## src/hdl/spv_pkg.sv

```systemverilog
// Shared types and constants for the short-name path validator.
// No dependencies; compile first.
package spv_pkg;

	// Character classes produced by the front end, consumed by the checker
	typedef enum logic [2:0] {
		CLS_NAME,
		CLS_DOT,
		CLS_SLASH,
		CLS_END,
		CLS_BAD
	} cls_t;

	// One queue write from the front end
	typedef struct packed {
		logic valid;
		cls_t cls;
	} q_item_t;

	localparam int QDEPTH = 4;
	localparam int QPW    = $clog2(QDEPTH);

	localparam logic [3:0] BASE_MAX = 4'd8;
	localparam logic [2:0] EXT_MAX  = 3'd3;

	localparam logic [7:0] CH_END   = 8'h00;
	localparam logic [7:0] CH_SLASH = 8'h2F;
	localparam logic [7:0] CH_DOT   = 8'h2E;

	localparam logic [7:0] SYM_SET [16] = '{
		8'h24, 8'h25, 8'h27, 8'h2D, 8'h5F, 8'h40, 8'h7E, 8'h60,
		8'h21, 8'h28, 8'h29, 8'h7B, 8'h7D, 8'h5E, 8'h23, 8'h26
	};

endpackage

```

## src/hdl/spv_ch_if.sv

```systemverilog
// Input channel: one path byte per transfer.
// Stand-alone; no package use.
interface spv_ch_if;
	logic       valid;
	logic       ready;
	logic [7:0] ch;

	modport source (output valid, output ch, input ready);
	modport sink   (input valid, input ch, output ready);
endinterface

```

## src/hdl/spv_ok_if.sv

```systemverilog
// Output channel: one path verdict per transfer.
// Stand-alone; no package use.
interface spv_ok_if;
	logic valid;
	logic ready;
	logic path_ok;

	modport source (output valid, output path_ok, input ready);
	modport sink   (input valid, input path_ok, output ready);
endinterface

```

## src/hdl/spv_classify.sv

```systemverilog
// Front end: takes path bytes and classifies each one into a queue entry.
// Uses spv_pkg and spv_ch_if.
module spv_classify (
	spv_ch_if.sink           chars,
	input  logic             q_full,
	output spv_pkg::q_item_t push
);
	import spv_pkg::*;

	logic is_alnum;
	logic is_sym;

	assign is_alnum = (chars.ch >= 8'h41 && chars.ch <= 8'h5A) ||
	                  (chars.ch >= 8'h61 && chars.ch <= 8'h7A) ||
	                  (chars.ch >= 8'h30 && chars.ch <= 8'h39);

	always_comb begin
		is_sym = 1'b0;
		for (int i = 0; i < 16; i++) begin
			if (chars.ch == SYM_SET[i])
				is_sym = 1'b1;
		end
	end

	always_comb begin
		push.valid = chars.valid && !q_full;
		if (chars.ch == CH_END)
			push.cls = CLS_END;
		else if (chars.ch == CH_SLASH)
			push.cls = CLS_SLASH;
		else if (chars.ch == CH_DOT)
			push.cls = CLS_DOT;
		else if (is_alnum || is_sym)
			push.cls = CLS_NAME;
		else
			push.cls = CLS_BAD;
	end

	assign chars.ready = !q_full;

endmodule

```

## src/hdl/spv_queue.sv

```systemverilog
// Short class queue between front end and checker.
// Uses spv_pkg.
module spv_queue (
	input  logic             clk,
	input  logic             arst_n,
	input  spv_pkg::q_item_t push,
	output logic             full,
	input  logic             pop,
	output logic             head_valid,
	output spv_pkg::cls_t    head_cls
);
	import spv_pkg::*;

	cls_t             mem_q [QDEPTH];
	logic [QPW-1:0]   wptr_q;
	logic [QPW-1:0]   rptr_q;
	logic [QPW:0]     count_q;

	assign full       = (count_q == (QPW+1)'(QDEPTH));
	assign head_valid = (count_q != '0);
	assign head_cls   = mem_q[rptr_q];

	always_ff @(posedge clk) begin
		if (push.valid)
			mem_q[wptr_q] <= push.cls;
	end

	always_ff @(posedge clk or negedge arst_n) begin
		if (!arst_n) begin
			wptr_q  <= '0;
			rptr_q  <= '0;
			count_q <= '0;
		end else begin
			if (push.valid)
				wptr_q <= wptr_q + 1'b1;
			if (pop)
				rptr_q <= rptr_q + 1'b1;
			if (push.valid && !pop)
				count_q <= count_q + 1'b1;
			else if (!push.valid && pop)
				count_q <= count_q - 1'b1;
		end
	end

endmodule

```

## src/hdl/spv_check.sv

```systemverilog
// Back end: per-part 8.3 checks on classified bytes, verdict output register.
// Uses spv_pkg and spv_ok_if.
module spv_check #(
	parameter int MAX_PART = 64
) (
	input  logic          clk,
	input  logic          arst_n,
	input  logic          head_valid,
	input  spv_pkg::cls_t head_cls,
	output logic          pop,
	spv_ok_if.source      verdict
);
	import spv_pkg::*;

	localparam int             PCW    = $clog2(MAX_PART + 1);
	localparam logic [PCW-1:0] PC_MAX = PCW'(MAX_PART);

	logic           failed_q;
	logic           started_q;
	logic           dot_q;
	logic [3:0]     base_q;
	logic [2:0]     ext_q;
	logic [PCW-1:0] pc_q;
	logic           ok_valid_q;
	logic           ok_q;

	logic close_fail;
	logic pc_sat;

	// part counter saturates at the limit; reaching it means the part is too long
	assign pc_sat     = (pc_q == PC_MAX);
	assign close_fail = (pc_q != '0) &&
	                    (base_q == '0 || base_q > BASE_MAX || ext_q > EXT_MAX || pc_sat);

	// a pending verdict blocks only the next end marker
	assign pop = head_valid &&
	             (head_cls != CLS_END || !ok_valid_q || verdict.ready);

	assign verdict.valid   = ok_valid_q;
	assign verdict.path_ok = ok_q;

	always_ff @(posedge clk or negedge arst_n) begin
		if (!arst_n) begin
			failed_q   <= 1'b0;
			started_q  <= 1'b0;
			dot_q      <= 1'b0;
			base_q     <= '0;
			ext_q      <= '0;
			pc_q       <= '0;
			ok_valid_q <= 1'b0;
		end else begin
			if (verdict.ready && !(pop && head_cls == CLS_END))
				ok_valid_q <= 1'b0;
			if (pop) begin
				case (head_cls)
					CLS_END: begin
						ok_valid_q <= 1'b1;
						failed_q   <= 1'b0;
						started_q  <= 1'b0;
						dot_q      <= 1'b0;
						base_q     <= '0;
						ext_q      <= '0;
						pc_q       <= '0;
					end
					CLS_SLASH: begin
						started_q <= 1'b1;
						failed_q  <= failed_q | close_fail;
						dot_q     <= 1'b0;
						base_q    <= '0;
						ext_q     <= '0;
						pc_q      <= '0;
					end
					CLS_DOT: begin
						started_q <= 1'b1;
						if (!pc_sat)
							pc_q <= pc_q + 1'b1;
						if (dot_q)
							failed_q <= 1'b1;
						dot_q <= 1'b1;
					end
					CLS_BAD: begin
						started_q <= 1'b1;
						if (!pc_sat)
							pc_q <= pc_q + 1'b1;
						failed_q <= 1'b1;
					end
					CLS_NAME: begin
						started_q <= 1'b1;
						if (!pc_sat)
							pc_q <= pc_q + 1'b1;
						if (dot_q) begin
							if (ext_q <= EXT_MAX)
								ext_q <= ext_q + 1'b1;
						end else if (base_q <= BASE_MAX) begin
							base_q <= base_q + 1'b1;
						end
					end
					default: begin
					end
				endcase
			end
		end
	end

	// verdict data only loads with its valid
	always_ff @(posedge clk) begin
		if (pop && head_cls == CLS_END)
			ok_q <= started_q && !failed_q && !close_fail;
	end

endmodule

```

## src/hdl/short_name_path_validator_top.sv

```systemverilog
// Top level of the 8.3 short-name path validator: front end, queue, checker.
// Uses spv_pkg, spv_ch_if, spv_ok_if, spv_classify, spv_queue, spv_check.
//
//  channel   dir  payload          one transfer carries
//  chars     in   ch [7:0]         next path byte; 0 ends path, '/' splits parts
//  verdict   out  path_ok [0:0]    1 if path nonempty and all parts are 8.3 names
//
// One byte per cycle sustained while no verdict is stalled. After its zero byte
// is transferred, a verdict passes the class queue, then the output register.
// The byte rate is set by the checker update on the queue head.
// arst_n clears all path state, the queue pointers and the verdict valid flag.
// A stalled verdict holds only the next zero byte at the queue head; the
// four-entry queue keeps taking bytes until it fills, then chars.ready drops.
module short_name_path_validator_top #(
	parameter int MAX_PART = 64
) (
	input logic      clk,
	input logic      arst_n,
	spv_ch_if.sink   chars,
	spv_ok_if.source verdict
);
	import spv_pkg::*;

	q_item_t push;
	logic    q_full;
	logic    q_pop;
	logic    q_valid;
	cls_t    q_cls;

	// classify each incoming byte
	spv_classify u_front (
		.chars  (chars),
		.q_full (q_full),
		.push   (push)
	);

	// decouples byte intake from checking
	spv_queue u_queue (
		.clk        (clk),
		.arst_n     (arst_n),
		.push       (push),
		.full       (q_full),
		.pop        (q_pop),
		.head_valid (q_valid),
		.head_cls   (q_cls)
	);

	// part checks and verdict register
	spv_check #(
		.MAX_PART (MAX_PART)
	) u_back (
		.clk        (clk),
		.arst_n     (arst_n),
		.head_valid (q_valid),
		.head_cls   (q_cls),
		.pop        (q_pop),
		.verdict    (verdict)
	);

`ifndef SYNTH
	// an accepted byte is in the queue next cycle
	a_push_lands: assert property (@(posedge clk) disable iff (!arst_n)
		chars.valid && chars.ready |=> q_valid)
		else $error("accepted byte missing from queue");

	// popping an end marker always produces a verdict
	a_end_gives_verdict: assert property (@(posedge clk) disable iff (!arst_n)
		q_pop && q_cls == CLS_END |=> verdict.valid)
		else $error("end marker popped without verdict");

	// a stalled verdict is never overwritten by the next end marker
	a_no_overwrite: assert property (@(posedge clk) disable iff (!arst_n)
		verdict.valid && !verdict.ready && q_valid && q_cls == CLS_END |-> !q_pop)
		else $error("pending verdict overwritten");
`endif

endmodule

```

## src/flat_wrapper.sv

```systemverilog
// flat-port wrapper written by rule: the top's interface ports become plain ports
module short_name_path_validator_top_flat import spv_pkg::*;
#(
	parameter int MAX_PART = 64
)
  (clk, arst_n, chars_valid, chars_ch, chars_ready, verdict_valid, verdict_path_ok, verdict_ready);
  spv_ch_if chars_i ();
  spv_ok_if verdict_i ();
  input logic clk;
  input logic arst_n;
  input wire logic [$bits(chars_i.valid)-1:0] chars_valid;
  input wire logic [$bits(chars_i.ch)-1:0] chars_ch;
  output wire logic [$bits(chars_i.ready)-1:0] chars_ready;
  output wire logic [$bits(verdict_i.valid)-1:0] verdict_valid;
  output wire logic [$bits(verdict_i.path_ok)-1:0] verdict_path_ok;
  input wire logic [$bits(verdict_i.ready)-1:0] verdict_ready;
  assign chars_i.valid = chars_valid;
  assign chars_i.ch = chars_ch;
  assign chars_ready = chars_i.ready;
  assign verdict_valid = verdict_i.valid;
  assign verdict_path_ok = verdict_i.path_ok;
  assign verdict_i.ready = verdict_ready;
  short_name_path_validator_top #(.MAX_PART(MAX_PART)) u_core (.clk(clk), .arst_n(arst_n), .chars(chars_i), .verdict(verdict_i));
endmodule
```

## config.mk

```make
export PLATFORM = sky130hd
export DESIGN_NAME = short_name_path_validator_top_flat
export DESIGN_NICKNAME = d
export VERILOG_FILES = /design/src/hdl/spv_pkg.sv /design/src/hdl/spv_ch_if.sv /design/src/hdl/spv_ok_if.sv /design/src/hdl/spv_classify.sv /design/src/hdl/spv_queue.sv /design/src/hdl/spv_check.sv /design/src/hdl/short_name_path_validator_top.sv /design/src/flat_wrapper.sv
export SDC_FILE = /design/constraint.sdc
export NUM_CORES = 1
export LEC_CHECK = 0
export BUFFER_PORTS_ARGS = -buffer_cell sky130_fd_sc_hd__buf_2
export CAP_MARGIN = 5
export CORE_MARGIN = 10
export CORE_UTILIZATION = 40
export DETAILED_ROUTE_END_ITERATION = 8
export GPL_ROUTABILITY_DRIVEN = 1
export PLACE_DENSITY_LB_ADDON = 0.3
export SLEW_MARGIN = 20
export SYNTH_ARGS = -nofsm -noshare
export SYNTH_HDL_FRONTEND = slang
export SYNTH_SLANG_ARGS = --single-unit
```

## constraint.sdc

```tcl
create_clock -name clk -period 2.6 [get_ports clk]
set_clock_uncertainty 0.15 [all_clocks]
set_input_delay 0.52 -clock clk [delete_from_list [all_inputs] [get_ports clk]]
set_output_delay 0.52 -clock clk [all_outputs]
set_load 0.02 [all_outputs]
```

==> flow_metrics.env <==
export IMPL_status="finished clean"
export IMPL_cts_sinks=38
export IMPL_clockRootBuffer="clkbuf_8"
export IMPL_peakVddDrop_uv=407.7
export IMPL_clockBufferDepth=2
export IMPL_slowest_delay_ns=0.56
export IMPL_syn_num_nets=226
export IMPL_fp_dieW_um=93.54
export IMPL_rsz0062_at_grt="false"
export IMPL_yosys_area_share_simple_pct=18.97
export IMPL_first_pass_iters=4
export IMPL_die_height_um=93.54
export IMPL_final_cell_mix="24 x dfrtp_1, 17 x nand2_1, 16 x nor2_1"
export IMPL_slowest_stage="mux4_2"
export IMPL_cp_arrival_ns=2.48
export IMPL_via_per_inst=5.284
export IMPL_worst_setup_path_end_kind="register"
export IMPL_cts_hold_buf=0
export IMPL_drt_first_iter_violations=53
export IMPL_fin_crit_ns=2.413
export IMPL_cts_made_buffers=5
export IMPL_yosys_most_used_dff="dfrtp_1"
export IMPL_drv_slew=0
export IMPL_drive_gt1_share_pct=19.65
export IMPL_synth_area_per_cell_um2=10.71
export IMPL_layout_commonest_cell="dfrtp_1"
export IMPL_finalHoldViolCount=0
export IMPL_post_cts_setup_buffers=0
export IMPL_wl_met1_um=1892
export IMPL_synthMuxAreaShare_pct=5.610
export IMPL_crit_reg2reg_launch="u_core.u_queue.rptr_q[0]$_DFFE_PN0P_"
export IMPL_worstMarginPinSlew_ns=0.5790
export IMPL_worstPathMaxFanout=5
export IMPL_num_vias=1580
export IMPL_fmax_mhz=414.4
export IMPL_worstSetupPathType="register to register"
export IMPL_io_pins=15
export IMPL_place_gp_congestion=0.7580
export IMPL_min_path_type="input port to async pin"
export IMPL_cpMostUsedCell="xor2_1"
export IMPL_drt_wirelength_per_cell_um=13.54
export IMPL_synth_edff_count=13
export IMPL_fin_tns_setup_ns=0
export IMPL_post_route_drc_count=0
export IMPL_core_area_um2=5172
export IMPL_nets=252
export IMPL_synth_area_um2=2163
export IMPL_period_share_pct=92.80
export IMPL_leakage_nw=1.056
export IMPL_fillers=490
export IMPL_power_density_nw_per_um2=1060
export IMPL_areaGrowthSynthToFinish_pct=14.63
export IMPL_r2r_end="u_core.u_queue.count_q[2]$_DFFE_PN0P_"
export IMPL_setup_viol_count_final=0
export IMPL_cp_required_ns=2.67
export IMPL_dr_wl_met2_um=1907
export IMPL_whs_ns=0.06188
export IMPL_worstRegToRegCells=8
export IMPL_grt_first_pass_wirelength_um=7424
export IMPL_async_flop_share_pct=65.79
export IMPL_routed_top_layer="met4"
export IMPL_initial_core_util_pct=41.82
export IMPL_clk_insertion_delay_late_ns=0.29
export IMPL_rrSetupSlack_ns=0.19
export IMPL_max_slew_margin_pct=61.40
export IMPL_cp_top_family="multiplexers"
export IMPL_grt_total_usage_pct=10.40
export IMPL_dpl_hpwl_um=3031
export IMPL_synthAdderAreaFrac_pct=7.287
export IMPL_clk_pin_slew_ns=0.08
export IMPL_yosys_warnings=0
export IMPL_grt_max_degree=26
export IMPL_num_antenna_cells=0
export IMPL_cts_tree="done"
export IMPL_path_cells="mux4_2, o21ai_4, ha_4, inv_1, fa_2, xor2_1, nor2_1, xor2_1"
export IMPL_wirelength_um=4047
export IMPL_gr_total_overflow=0
export IMPL_ys_ff_latch=38
export IMPL_synthXorXnorAreaFrac_pct=4.858
export IMPL_io_buffers=14
export IMPL_grt_pass1_vias=1598
export IMPL_worstSetupStartpointType="register"
export IMPL_synthCells=202
export IMPL_die_area_um2=8750
export IMPL_h_tree_depth=2
export IMPL_worst_path_buf_inv=1
export IMPL_maxCapViolations=0
export IMPL_synth_compound_area_share_pct=12.67
export IMPL_wl_met3_um=198
export IMPL_cts_resized=0
export IMPL_antenna_found_initial=0
export IMPL_cp_num_cells=8
export IMPL_antenna_left=0
export IMPL_synth_cell_type_count=52
export IMPL_synth_top_family_by_area="simple AND/OR/NAND/NOR gates"
export IMPL_rows=26
export IMPL_ys_seq_area_share_pct=46.96
Yosys cell counts (all sizes together), types with 2 or more instances:
cell	count	area share [%]
or4	5	1.7
a21o	2	0.69
dfrtp	25	29
nand2b	3	0.87
nor2	17	3.1
o211ai	3	1.0
xor2	6	2.4
nor3	5	1.2
mux2i	2	0.93
inv	14	2.4
and3b	2	0.81
nand3	5	1.4
mux2	3	1.6
a31oi	2	0.58
a21boi	2	0.87
edfxtp	13	18
o21ai	18	4.7
xnor2	6	2.4
buf	2	1.0
nand2	17	2.9
and2	2	0.69
mux4	3	3.1
and3	6	1.7
or4b	2	0.93
a21oi	6	1.4
nand4	3	1.9
ha	11	6.4
or3	2	0.58
cell families (layout without fill, tap and decap cells):
kind of cell | count (synthesis) | count (layout)
compound gates | 42 | 42
simple gates | 73 | 73
mux | 8 | 8
flops | 38 | 38
buf+inv | 17 | 44
xor+xnor | 12 | 12
fa+ha+maj | 12 | 12
routing by layer:
metal	vias to the layer above	track usage (%)
met5	-	0
met4	0	3.038
met3	6	3.997
met2	36	16.18
met1	762	13.08
li1	776	-
worst reg2reg max path: stages (launching register included):
cell	delay [ns]
dfrtp_2	0.44
mux4_2	0.56
o21ai_4	0.19
ha_4	0.16
inv_1	0.06
fa_2	0.38
xor2_1	0.16
nor2_1	0.11
xor2_1	0.14
sequential cells by signal, summed over array words and instances, names as in the netlist:
signal,count
u_core.u_back.ext_q,3
u_core.u_back.dot_q,1
u_core.u_queue.count_q,3
u_core.u_back.started_q,1
u_core.u_queue.wptr_q,2
u_core.u_queue.mem_q,12
u_core.u_back.verdict.valid,1
u_core.u_back.base_q,4
u_core.u_back.verdict.path_ok,1
u_core.u_queue.rptr_q,2
u_core.u_back.failed_q,1
u_core.u_back.pc_q,7
worst max path at each step:
| stage | start | endpoint | slack [ns] |
|---|---|---|---|
| finish | u_core.u_queue.rptr_q[0]$_DFFE_PN0P_ | u_core.u_queue.count_q[2]$_DFFE_PN0P_ | 0.19 |
| floorplan | u_core.u_queue.rptr_q[0]$_DFFE_PN0P_ | u_core.u_queue.count_q[2]$_DFFE_PN0P_ | 0.02 |
| CTS | u_core.u_queue.rptr_q[0]$_DFFE_PN0P_ | u_core.u_queue.count_q[2]$_DFFE_PN0P_ | 0.06 |
| global route | u_core.u_queue.rptr_q[0]$_DFFE_PN0P_ | u_core.u_queue.count_q[2]$_DFFE_PN0P_ | 0.001 |
| detailed placement | u_core.u_queue.rptr_q[0]$_DFFE_PN0P_ | u_core.u_queue.count_q[2]$_DFFE_PN0P_ | 0.08 |
| global placement | u_core.u_queue.rptr_q[0]$_DFFE_PN0P_ | u_core.u_queue.count_q[2]$_DFFE_PN0P_ | 0.13 |
metrics by stage:
stage / cells / worst slack (ns) / instance area (µm²) / util (%) / total power, W
3_5_place_dp: 291 / 0.07960 / 2371 / 45.84 / 0.002206
4_1_cts: 299 / 0.06257 / 2461 / 47.58 / 0.002626
6_report: 299 / 0.1871 / 2480 / 47.94 / 0.002628
2_1_floorplan: 202 / 0.02279 / 2180 / - / 0.001905
3_3_place_gp: 291 / 0.1316 / 2371 / 45.84 / 0.002175
5_1_grt: 299 / 0.0009568 / 2480 / 47.94 / 0.002871
layout make-up:
type | count | area (µm²) | share of cell area [%]
Clock buffer | 6 | 82.58 | 3.330
Clock inverter | 2 | 7.507 | 0.3027
Inverter | 14 | 52.55 | 2.119
Multi-Input combinational cell | 147 | 1102 | 44.45
Sequential cell | 38 | 1017 | 41.02
Tap cell | 70 | 87.58 | 3.532
Timing Repair Buffer | 22 | 130.1 | 5.247
power breakdown:
group | internal (W) | switching (W) | leakage [nW] | total, W
sequential | 0.000806 | 0.000170 | 0.442 | 0.000976
clock | 0.000209 | 0.000204 | 0.0463 | 0.000412
combinational | 0.000543 | 0.000697 | 0.568 | 0.00124
total | 0.00156 | 0.00107 | 1.06 | 0.00263
Note: power is estimated with default switching activity, not from simulation.
